===== config.mk =====
export PLATFORM = sky130hd
export DESIGN_NAME = framed_record_checksum_check_flat
export DESIGN_NICKNAME = d
export VERILOG_FILES = /design/src/sv/frcc_pkg.sv /design/src/sv/frcc_if.sv /design/src/sv/frcc_record.sv /design/src/sv/framed_record_checksum_check.sv /design/src/flat_wrapper.sv
export SDC_FILE = /design/constraint.sdc
export NUM_CORES = 1
export LEC_CHECK = 0
export BUFFER_PORTS_ARGS = -buffer_cell sky130_fd_sc_hd__buf_2
export CORE_MARGIN = 4
export CORE_UTILIZATION = 25
export CTS_CLUSTER_SIZE = 12
export DETAILED_ROUTE_END_ITERATION = 12
export SETUP_SLACK_MARGIN = 0.2
export SKIP_LAST_GASP = 1
export SLEW_MARGIN = 15
export SYNTH_ARGS = -nofsm -noshare
export SYNTH_HDL_FRONTEND = slang
export SYNTH_SLANG_ARGS = --single-unit

===== constraint.sdc =====
create_clock -name clk -period 16.3 [get_ports clk]
set_input_delay 4.89 -clock clk [delete_from_list [all_inputs] [get_ports clk]]
set_output_delay 4.89 -clock clk [all_outputs]
set_load 0.02 [all_outputs]

===== src/sv/frcc_pkg.sv =====
`timescale 1ns / 1ps
// ----------------------------------------------------------------------------
// frcc_pkg
// shared constants and types of the framed record checksum check
// ----------------------------------------------------------------------------
package frcc_pkg;

	localparam int HEADER_BYTES = 12;
	localparam int HASH_SHIFT   = 5;
	localparam int WORD_W       = 32;

	// configuration port
	localparam int CFG_IDX_W  = 1;
	localparam int CFG_DATA_W = 1;
	typedef logic [CFG_IDX_W-1:0] cfg_idx_t;
	localparam cfg_idx_t CFG_WITH_HEADER = 1'b0;
	localparam cfg_idx_t CFG_SIGN_EXTEND = 1'b1;

	typedef enum logic [1:0] {
		ST_OK       = 2'd0,
		ST_SHORT    = 2'd1,
		ST_MISMATCH = 2'd2
	} status_t;

	typedef struct packed {
		logic with_header;
		logic sign_extend;
	} cfg_t;

	typedef struct packed {
		status_t           status;
		logic [WORD_W-1:0] declared_size;
		logic [WORD_W-1:0] record_version;
		logic [WORD_W-1:0] stored_checksum;
		logic [WORD_W-1:0] hash_value;
	} result_t;

endpackage


===== src/sv/frcc_if.sv =====
`timescale 1ns / 1ps
// ----------------------------------------------------------------------------
// frcc_if
// byte channel and result channel of the framed record checksum check
// ----------------------------------------------------------------------------
interface frcc_byte_if;
	logic       valid;
	logic       ready;
	logic [7:0] data_byte;
	logic       last_byte;

	modport source (output valid, output data_byte, output last_byte, input ready);
	modport sink   (input valid, input data_byte, input last_byte, output ready);
endinterface

interface frcc_result_if;
	logic        valid;
	logic        ready;
	logic [1:0]  status;
	logic [31:0] declared_size;
	logic [31:0] record_version;
	logic [31:0] stored_checksum;
	logic [31:0] hash_value;

	modport source (output valid, output status, output declared_size,
		output record_version, output stored_checksum, output hash_value,
		input ready);
	modport sink   (input valid, input status, input declared_size,
		input record_version, input stored_checksum, input hash_value,
		output ready);
endinterface


===== src/sv/frcc_record.sv =====
`timescale 1ns / 1ps
// ----------------------------------------------------------------------------
// frcc_record
// per-record state: header capture, byte count and running hash
// ----------------------------------------------------------------------------
module frcc_record (
	input  logic              clk,
	input  logic              arst_n,
	input  logic              step,
	input  logic [7:0]        data_byte,
	input  logic              last_byte,
	input  frcc_pkg::cfg_t    cfg,
	output frcc_pkg::result_t res
);
	import frcc_pkg::*;

	logic [WORD_W-1:0] count_q, size_q, ver_q, chk_q, hash_q;
	logic [WORD_W-1:0] count_n, size_n, ver_n, chk_n, hash_n;
	logic [WORD_W-1:0] ext, hashed, part;
	logic              in_header;

	always_comb begin
		ext       = {{(WORD_W-8){cfg.sign_extend & data_byte[7]}}, data_byte};
		hashed    = ((hash_q << HASH_SHIFT) + hash_q) ^ ext;
		in_header = count_q < WORD_W'(HEADER_BYTES);
		part      = WORD_W'(data_byte) << {count_q[1:0], 3'b000};
		size_n    = size_q;
		ver_n     = ver_q;
		chk_n     = chk_q;
		hash_n    = hash_q;
		if (cfg.with_header) begin
			if (in_header) begin
				case (count_q[3:2])
					2'd0:    size_n = size_q | part;
					2'd1:    ver_n  = ver_q | part;
					default: chk_n  = chk_q | part;
				endcase
			end else if (count_q < size_q) begin
				hash_n = hashed;
			end
		end else begin
			hash_n = hashed;
		end
		// saturating byte position
		count_n = (&count_q) ? count_q : count_q + WORD_W'(1);
	end

	always_comb begin
		if (cfg.with_header) begin
			if (size_n < WORD_W'(HEADER_BYTES) || count_n < size_n) begin
				res.status = ST_SHORT;
			end else if (hash_n != chk_n) begin
				res.status = ST_MISMATCH;
			end else begin
				res.status = ST_OK;
			end
			res.declared_size   = size_n;
			res.record_version  = ver_n;
			res.stored_checksum = chk_n;
		end else begin
			res.status          = ST_OK;
			res.declared_size   = count_n;
			res.record_version  = '0;
			res.stored_checksum = '0;
		end
		res.hash_value = hash_n;
	end

	always_ff @(posedge clk or negedge arst_n) begin
		if (!arst_n) begin
			count_q <= '0;
			size_q  <= '0;
			ver_q   <= '0;
			chk_q   <= '0;
			hash_q  <= '0;
		end else if (step) begin
			if (last_byte) begin
				count_q <= '0;
				size_q  <= '0;
				ver_q   <= '0;
				chk_q   <= '0;
				hash_q  <= '0;
			end else begin
				count_q <= count_n;
				size_q  <= size_n;
				ver_q   <= ver_n;
				chk_q   <= chk_n;
				hash_q  <= hash_n;
			end
		end
	end

endmodule


===== src/sv/framed_record_checksum_check.sv =====
`timescale 1ns / 1ps
// ----------------------------------------------------------------------------
// framed_record_checksum_check
// checks a framed record byte stream against its header checksum
// ----------------------------------------------------------------------------
// The block takes one byte word per clock and keeps taking one per clock for
// as long as results are taken; a result word is offered once the final byte
// of a record has been accepted into the input register and the record update
// and status logic have loaded the result register. Only when a final byte
// reaches the update stage while the previous result still waits does the byte
// side stall, until that result is taken. In header mode the first twelve
// bytes are the little-endian size, version and checksum words; the bytes
// after them, up to the declared size, go into hash = hash*33 ^ byte. With sign
// extension on, each byte enters the hash as a signed char. Headerless mode
// hashes every byte and reports the received length with status ok. The user
// must write configuration only while the block is idle; nothing enforces it.
// ----------------------------------------------------------------------------
module framed_record_checksum_check (
	input  logic                       clk,
	input  logic                       arst_n,
	input  logic                       cfg_we,
	input  frcc_pkg::cfg_idx_t         cfg_index,
	input  logic [frcc_pkg::CFG_DATA_W-1:0] cfg_data,
	frcc_byte_if.sink                  bytes,
	frcc_result_if.source              result
);
	import frcc_pkg::*;

	// configuration registers
	logic with_header_q, sign_extend_q;
	cfg_t cfg;

	// input register
	logic       valid_s1;
	logic [7:0] byte_s1;
	logic       last_s1;

	// result register
	logic    valid_s2;
	result_t res_s2;
	result_t res_next;

	logic advance;

	always_ff @(posedge clk or negedge arst_n) begin
		if (!arst_n) begin
			with_header_q <= 1'b1;
			sign_extend_q <= 1'b1;
		end else if (cfg_we) begin
			case (cfg_index)
				CFG_WITH_HEADER: with_header_q <= cfg_data[0];
				CFG_SIGN_EXTEND: sign_extend_q <= cfg_data[0];
				default: ;
			endcase
		end
	end

	assign cfg.with_header = with_header_q;
	assign cfg.sign_extend = sign_extend_q;

	// a byte moves on unless it closes a record while the result waits untaken
	assign advance     = valid_s1 && (!last_s1 || !valid_s2 || result.ready);
	assign bytes.ready = !valid_s1 || advance;

	always_ff @(posedge clk or negedge arst_n) begin
		if (!arst_n) begin
			valid_s1 <= 1'b0;
		end else if (bytes.ready) begin
			valid_s1 <= bytes.valid;
		end
	end

	// payload only, no reset
	always_ff @(posedge clk) begin
		if (bytes.ready && bytes.valid) begin
			byte_s1 <= bytes.data_byte;
			last_s1 <= bytes.last_byte;
		end
	end

	frcc_record u_record (
		.clk       (clk),
		.arst_n    (arst_n),
		.step      (advance),
		.data_byte (byte_s1),
		.last_byte (last_s1),
		.cfg       (cfg),
		.res       (res_next)
	);

	// result register: loads on the final byte of a record
	always_ff @(posedge clk or negedge arst_n) begin
		if (!arst_n) begin
			valid_s2 <= 1'b0;
		end else if (advance && last_s1) begin
			valid_s2 <= 1'b1;
		end else if (result.ready) begin
			valid_s2 <= 1'b0;
		end
	end

	always_ff @(posedge clk) begin
		if (advance && last_s1) begin
			res_s2 <= res_next;
		end
	end

	assign result.valid           = valid_s2;
	assign result.status          = res_s2.status;
	assign result.declared_size   = res_s2.declared_size;
	assign result.record_version  = res_s2.record_version;
	assign result.stored_checksum = res_s2.stored_checksum;
	assign result.hash_value      = res_s2.hash_value;

endmodule


===== src/flat_wrapper.sv =====
// flat-port wrapper written by rule: the top's interface ports become plain ports
module framed_record_checksum_check_flat import frcc_pkg::*;
  (clk, arst_n, cfg_we, cfg_index, cfg_data, bytes_valid, bytes_data_byte, bytes_last_byte, bytes_ready, result_valid, result_status, result_declared_size, result_record_version, result_stored_checksum, result_hash_value, result_ready);
  frcc_byte_if bytes_i ();
  frcc_result_if result_i ();
  input  logic clk;
  input  logic arst_n;
  input  logic cfg_we;
  input  frcc_pkg::cfg_idx_t cfg_index;
  input  logic [frcc_pkg::CFG_DATA_W-1:0] cfg_data;
  input wire logic [$bits(bytes_i.valid)-1:0] bytes_valid;
  input wire logic [$bits(bytes_i.data_byte)-1:0] bytes_data_byte;
  input wire logic [$bits(bytes_i.last_byte)-1:0] bytes_last_byte;
  output wire logic [$bits(bytes_i.ready)-1:0] bytes_ready;
  output wire logic [$bits(result_i.valid)-1:0] result_valid;
  output wire logic [$bits(result_i.status)-1:0] result_status;
  output wire logic [$bits(result_i.declared_size)-1:0] result_declared_size;
  output wire logic [$bits(result_i.record_version)-1:0] result_record_version;
  output wire logic [$bits(result_i.stored_checksum)-1:0] result_stored_checksum;
  output wire logic [$bits(result_i.hash_value)-1:0] result_hash_value;
  input wire logic [$bits(result_i.ready)-1:0] result_ready;
  assign bytes_i.valid = bytes_valid;
  assign bytes_i.data_byte = bytes_data_byte;
  assign bytes_i.last_byte = bytes_last_byte;
  assign bytes_ready = bytes_i.ready;
  assign result_valid = result_i.valid;
  assign result_status = result_i.status;
  assign result_declared_size = result_i.declared_size;
  assign result_record_version = result_i.record_version;
  assign result_stored_checksum = result_i.stored_checksum;
  assign result_hash_value = result_i.hash_value;
  assign result_i.ready = result_ready;
  framed_record_checksum_check u_core (.clk(clk), .arst_n(arst_n), .cfg_we(cfg_we), .cfg_index(cfg_index), .cfg_data(cfg_data), .bytes(bytes_i), .result(result_i));
endmodule

==> results of run 1 <==
registers in the layout, indices dropped and copies added, names as in the netlist, 8 cells and up:
signal                         flops
u_core.result.record_version      32
u_core.u_record.count_q           32
u_core.result.stored_checksum     32
u_core.u_record.hash_q            32
u_core.u_record.size_q            32
u_core.byte_s1                     8
u_core.u_record.ver_q             32
u_core.result.declared_size       32
u_core.result.hash_value          32
u_core.u_record.chk_q             32
synth_stat cells, drive strengths merged, types with 26 or more instances:
cell type  instances  share of area
a211oi            37          0.016
a21oi            115          0.034
a22o              26          0.013
a31oi             85          0.033
buf               35          0.011
clkbuf            76          0.017
dfrtp            162           0.24
edfxtp           139           0.25
ha                88          0.065
inv               69          0.015
nand2            200          0.044
nand4             31          0.012
nor2             243          0.054
o21ai            106          0.032
xnor2             71          0.037
xor2              47          0.024
metal layers:
metal	share of wire	vias up	GRT usage
li1	-	6551	-
met1	0.44	7022	0.213
met2	0.47	626	0.255
met3	0.069	101	0.0260
met4	0.028	6	0.0476
met5	0.00071	-	0
worst max-delay path: stages:
cell and delay, ns:
sky130_fd_sc_hd__buf_2 0.11, sky130_fd_sc_hd__nand4b_1 0.21, sky130_fd_sc_hd__buf_2 0.21
power by group through the flow:
stage               Clock (mW)  Combinational, mW  Sequential [mW]
floorplan                    0              0.602             1.01
global placement             0              0.897            0.996
detailed placement           0              0.905            0.996
CTS                      0.833              0.911            0.982
global route             0.862              0.993            0.992
finish                   0.806              0.913            0.982
path summary, 6_finish.rpt:
check,cells after the start,to,start
max in group asynchronous,2,u_core.u_record.chk_q[8],arst_n
hold reg to reg,2,u_core.u_record.ver_q[6],u_core.u_record.ver_q[6]
setup / recovery,3,bytes_ready,result_ready
setup reg to reg,21,u_core.result.status[1],u_core.u_record.count_q[1]
min in group asynchronous,1,u_core.u_record.hash_q[14],arst_n
hold / removal,2,u_core.u_record.ver_q[6],u_core.u_record.ver_q[6]
stage by stage:
step                      power, mW  setup WS (ns)  hold slack [ns]  instance area [um^2]
after floorplan                1.61           6.20            0.451                 16900
after global placement         1.89           6.01            0.463                 18500
after detailed placement       1.90           6.00            0.471                 18500
after CTS                      2.73           6.00            0.484                 19700
after global routing           2.85           5.94            0.501                 19700
final                          2.70           5.99            0.481                 19700
cells by family after synthesis:
| kind of cell | count (synthesis) |
|---|---|
| simple gates | 600 |
| compound gates | 458 |
| flops | 303 |
| buf+inv | 180 |
| xor+xnor | 118 |
| fa+ha+maj | 90 |
| mux | 17 |
layout make-up:
type                            instances  share of cell area
Sequential cell                       303               0.420
Multi-Input combinational cell       1283               0.403
Tap cell                              873              0.0554
Inverter                               69              0.0134
Clock inverter                         19             0.00794
Timing Repair Buffer                  177              0.0493
Clock buffer                           47              0.0504
==> results, run 1 <==
- The most used flip-flop cell after synthesis is sky130_fd_sc_hd__dfrtp_1.
- At the end of the flow the core is filled with cells to 0.293.
- The core region is 67200 um^2.
- The number of filler instances in the final layout is 6968.
- In this run the worst hold path is classified as reg2reg.
- The share of synthesized cell area in full adder, half adder and majority cells is 0.0668.
- In the layout the commonest cells are sky130_fd_sc_hd__nor2_1 (240), sky130_fd_sc_hd__nand2_1 (199), sky130_fd_sc_hd__dfrtp_1 (162).
- The via count normalized by instance count is 5.16.
- The largest net degree at the start of global routing is 110.
- The clock drives 303 sinks.
- The number of top-level design ports is 148.
- The height of the die is 268 um.
- The vias after detailed routing is 14300.
- For this configuration, the core starts out at a cell density of 0.252.
- The number of antenna violations at the first check in global routing came to 3.
- VDD sags by at most 0.0000639 V.
- The instance count of the mapped netlist is 1766.
- The final-stage net count is 1975.
- The final setup violation count is 0.
- For this run, design rule violations remaining after detail routing come to 0.
- The transition time at the pin with the least slew margin is 1.20 ns.
- After the flow finishes, the layout carries non-filler instances totaling 2771.
- Setup repair after global routing left no endpoint under its margin.
- The wire length per cell is 20.8 um.
- The HPWL reported at the end of detailed placement is 38400 um.
- The minimum period implied by the final worst setup slack is 10.31 ns.
- The final count of pins violating max slew is 0.
- Along the worst path, the maximum fanout reaches 3.
- The endpoint class of the critical path is an output port.
- In the final layout, the share of cells above drive strength 1 is 0.139.
- The proportion of total power due to net switching is 0.374.
- Of the total power, registers draw 0.364.
- The CTS buffer count is 36.
- The worst clock skew is 0.0158 ns.
- The number of max-cap violations is 0.
- The number of different library cells used by synthesis comes to 74.
- The sequential element share of the synthesized area is 0.489.
- Yosys mapped a number of flops with a built-in enable equal to 139.
- For the final routed database, the setup TNS stands at 0 ns.
- Wires add up to 57600 um.
- In this run the cell area of the synthesized design comes to 16900 um^2.
- The congestion estimate from routability-driven global placement came to 0.893.
- The most common cell after layout, fill and taps aside is sky130_fd_sc_hd__nor2_1.
- In this run the remaining antenna-violating nets after routing total 0.
- The number of inserted diodes is 0.
- Timing would allow up to 0.0970 GHz.
- The horizontal extent of the die is 268 um.
- The number of levels the H-tree was split into is 2.
- The cell count after placement is 2705.
- In the synthesized netlist the async set-or-reset flop fraction comes to 0.541.
- Counting every net in the synthesized netlist gives 1871.
- The analysis attributes to net switching a power of 1.01 mW.
- In this run, the number of DRC markers left after iteration 0 of detailed routing was 1591.
- For this run, the detailed router's first-pass iteration total came to 6.
- The first global-routing pass estimated 86700 um of wire.
- Of the total power, combinational logic draws 0.338.
- The row count is 95.
- The internal power contribution is 1.69 mW.
- The final count of hold timing violations is 0.
- Of the total synthesized cell area, the portion taken by XOR and XNOR cells is 0.0610.
- The clock reaches the later pin of the worst-skew pair after 0.55 ns.
- The storage element area is 8280 um^2.
- The average footprint of a synthesized cell is 9.59 um^2.
- The post-CTS setup repair buffer count is 0.
- The die covers 72000 um^2.
- The flow ran to the end, and the final reports show no timing, DRC or antenna violations.
- The worst slew margin relative to its limit is 0.198.
- From synthesis to final layout, the design area changed by 16.3%.
- For this run, the total global-route usage over all layers was measured as 0.156.
- At the worst endpoint, the arrival time is 5.42 ns.
- Yosys printed 0 warnings.
- After clock tree synthesis, the clock-pin slew on the worst setup and hold paths is 0.06 ns.
- Port buffering added 147 buffers.
- The multi-input combinational cells in the finished layout cover a total of 7940 um^2.
- The multiplexer area fraction after synthesis is 0.0103.
- The number of hold buffers added after CTS was 0.
- The number of global-route vias before repair is 13700.
- Of the total power, the clock network draws 0.298.
- In this run the register-to-register setup slack is 10.78 ns.
- The remaining global-route overflow is 0.
- The post-synthesis compound-gate area fraction came to 0.171.
- The power per cell area is 137 nW/um^2.
- STA classifies the critical path startpoint as an input port.
- Of the total synthesized cell area, the portion taken by AND, OR, NAND and NOR gates is 0.159.
- The buffer type at the clock tree root is sky130_fd_sc_hd__clkbuf_16.
- The static power due to leakage is 8.19 nW.
- The worst setup path is of the in2out kind.
- After synthesis, the largest family of logic cells by area is compound AO/OA/AOI/OAI gates.
- TritonCTS built the clock tree.
- After synthesis the netlist holds a flip-flop and latch count of 303.
- STA puts the critical path data required time at 11.41 ns.
- The clock passes through at most 3 buffers.
- The share of the cycle needed by the critical path after routing is 0.632.
- Gates resized during post-CTS repair numbered 0.
No activity file was read; power rests on OpenSTA's default activity.
==> run 2: changes to the inputs <==
Clock period 16.3 ns to 10.3 ns, I/O delays scaled along.
==> run 2 against run 1 <==
Global-route usage fell by 0.14 points. Register-to-register slack got worse by 5.7 ns. Critical path depth did not move. Final cell count barely moved.
==> results, run 2 (synthesis gave the netlist of run 1 again) <==
- The flow ran to the end, and the final reports show no timing, DRC or antenna violations.
- The post-route non-filler standard cell count was 2773 (+0.072%).
- The fraction of final layout cells sized beyond drive strength 1 was 0.139 (+0.000380).
- The worst setup path is captured at an output port.
- The initial core utilization is 0.252 (unchanged).
- The wire length per cell came to 20.6 um (-1.2%).
- The combinational cell fraction of total power came to 0.336 (-0.002).
- The cell count after placement is 2707 (+0.074%).
- The nature of the critical path startpoint is an input port.
- The CTS sink count came to 303 (unchanged).
- The minimum period implied by the final worst setup slack is 6.70 ns.
- For this run, the top clock speed supported by timing is 0.149 GHz.
- The clock transition at the registers of the reported paths was 0.06 ns (about the same).
- The clock latency at the later pin of the worst-skew pair was 0.56 ns (about the same).
- The hold buffer count at cts is 0 (unchanged).
- The transition time at the pin with the least slew margin is 1.22 ns (+0.0179 ns).
- The post-cts resize count is 0 (unchanged).
- The post-CTS setup repair buffer count is 0 (unchanged).
- The final count of pins violating max slew is 0 (unchanged).
- The vias after detailed routing came to 14300 (-0.36%).
- The internal power contribution came to 2.68 mW (+59%).
- The total length of routed wires is 57000 um (-1.1%).
- TritonCTS built the clock tree.
- The number of DRC violations after detailed routing is 0 (unchanged).
- The data required time of the critical path is 7.21 ns (-4.20 ns).
- The remaining global-route overflow is 0 (unchanged).
- The worst clock skew is 0.0289 ns (+0.0131 ns).
- The final setup violation count is 0 (unchanged).
- The initial DRC count is 1430 (-10%).
- In the finished design, the share of the clock period the worst path needs comes to 0.651.
- The global-route wire length before repair is 86200 um (-0.53%).
- The static power due to leakage is 8.20 nW (+0.16%).
- The data arrival time of the critical path is 3.61 ns (-1.81 ns).
- The critical path in this run is classified as in2out.
- The number of input and output port buffers inserted was 147 (unchanged).
- The final setup TNS is 0 ns (unchanged).
- The net switching power of the design is 1.60 mW (+58%).
- The total power of the final layout is 4.28 mW (+58%).
- The proportion of total power due to net switching came to 0.373 (-0.00102).
- The number of antenna violations at the first check in global routing was 2 (-1).
- The number of iterations in the first detailed-routing pass is 5 (-1).
- The number of top-level design ports is 148 (unchanged).
- The via count normalized by instance count is 5.14 (-0.43%).
- The buffer type at the clock tree root is sky130_fd_sc_hd__clkbuf_16.
- The clock network power share is 0.300 (+0.002).
- The number of inserted diodes was 0 (unchanged).
- The global routing usage summed across all routing layers is 0.155 (-0.00135).
- The last weighted congestion value of the routability-driven placer is 0.894 (+0.12%).
- The final antenna-violating net count came to 0 (unchanged).
- The most common cell after layout, fill and taps aside is sky130_fd_sc_hd__nor2_1.
- The final-stage net count is 1977 (+0.10%).
- The power per cell area is 217 nW/um^2 (+58%).
- The final core area utilization is 0.294 (+0.000373).
- The peak ir drop on the vdd network was 0.000101 V (+58%).
- The largest net degree at the start of global routing is 78 (-29%).
- The area added between synthesis and finish is 16.5%.
- The library cells used most frequently in the layout, excluding fill and tap cells, are sky130_fd_sc_hd__nor2_1 (240), sky130_fd_sc_hd__nand2_1 (199), sky130_fd_sc_hd__dfrtp_1 (162).
- The number of max-cap violations is 0 (unchanged).
- The class of the worst hold path is reg2reg.
- The register share of total power is 0.364 (about the same).
- The number of levels the H-tree was split into came to 2 (unchanged).
- The placeable core area is 67200 um^2 (unchanged).
- The row count came to 95 (unchanged).
- The HPWL reported at the end of detailed placement is 39000 um (+1.4%).
- The highest fanout seen on the critical path is 3 (unchanged).
- The worst slew margin relative to its limit was 0.186 (-0.0120).
- Setup repair after global routing left no endpoint under its margin.
- The horizontal extent of the die is 268 um (unchanged).
- The maximum root-to-sink buffer count is 3 (unchanged).
- The CTS buffer count was 36 (unchanged).
- The height of the die is 268 um (unchanged).
- The die outline area is 72000 um^2 (unchanged).
- The number of global-route vias before repair is 13800 (+1.2%).
- The final count of hold timing violations is 0 (unchanged).
## run 2: worst paths after layout
path	end	startpoint	slack [ns]	cells after the start
min in group asynchronous	u_core.u_record.hash_q[17]	arst_n	2.57	1
worst min-delay path	u_core.u_record.ver_q[26]	u_core.u_record.ver_q[26]	0.48	2
worst max register to register	u_core.result.status[1]	u_core.u_record.count_q[1]	5.12	21
worst min register to register	u_core.u_record.ver_q[26]	u_core.u_record.ver_q[26]	0.48	2
max in group asynchronous	u_core.u_record.size_q[15]	arst_n	6.54	2
worst max-delay path	bytes_ready	result_ready	3.60	3
## run 2: final cells by class
class                   instances  area (um^2)
multi-input cells            1283         7940
repair buffers                179          982
clock buffers                  48         1010
flip-flops and latches        303         8280
clock inverters                18          155
inverters                      69          264
well taps                     873         1090
fillers                      6964        47400
## run 2: layer usage
metal	vias up	track usage	wire (um)	part of all wire
li1	6557	-	-	-
met2	604	0.246	25900	0.46
met4	4	0.0668	2500	0.044
met1	6954	0.208	24600	0.43
met3	136	0.0275	3960	0.070
met5	-	0	34	0.00060
## run 2: worst max-delay path, cell delays in order
cell	delay (ns)
sky130_fd_sc_hd__buf_2	0.11
sky130_fd_sc_hd__nand4b_1	0.21
sky130_fd_sc_hd__buf_2	0.20
## run 2: metrics by stage
| stage | hold slack (ns) | worst slack (ns) | area [um^2] |
|---|---|---|---|
| after global routing | 0.507 | 3.56 | 19700 |
| after floorplan | 0.451 | 2.20 | 16900 |
| after CTS | 0.484 | 3.60 | 19700 |
| after global placement | 0.462 | 3.62 | 18600 |
| after detailed placement | 0.470 | 3.61 | 18600 |
| final | 0.479 | 3.60 | 19700 |
## run 2: power groups by stage
| stage | logic (mW) | clock network, mW | registers [mW] |
|---|---|---|---|
| detailed placement | 1.43 | 0 | 1.58 |
| finish | 1.44 | 1.28 | 1.56 |
| global route | 1.57 | 1.37 | 1.57 |
| global placement | 1.41 | 0 | 1.58 |
| CTS | 1.44 | 1.32 | 1.56 |
| floorplan | 0.953 | 0 | 1.59 |
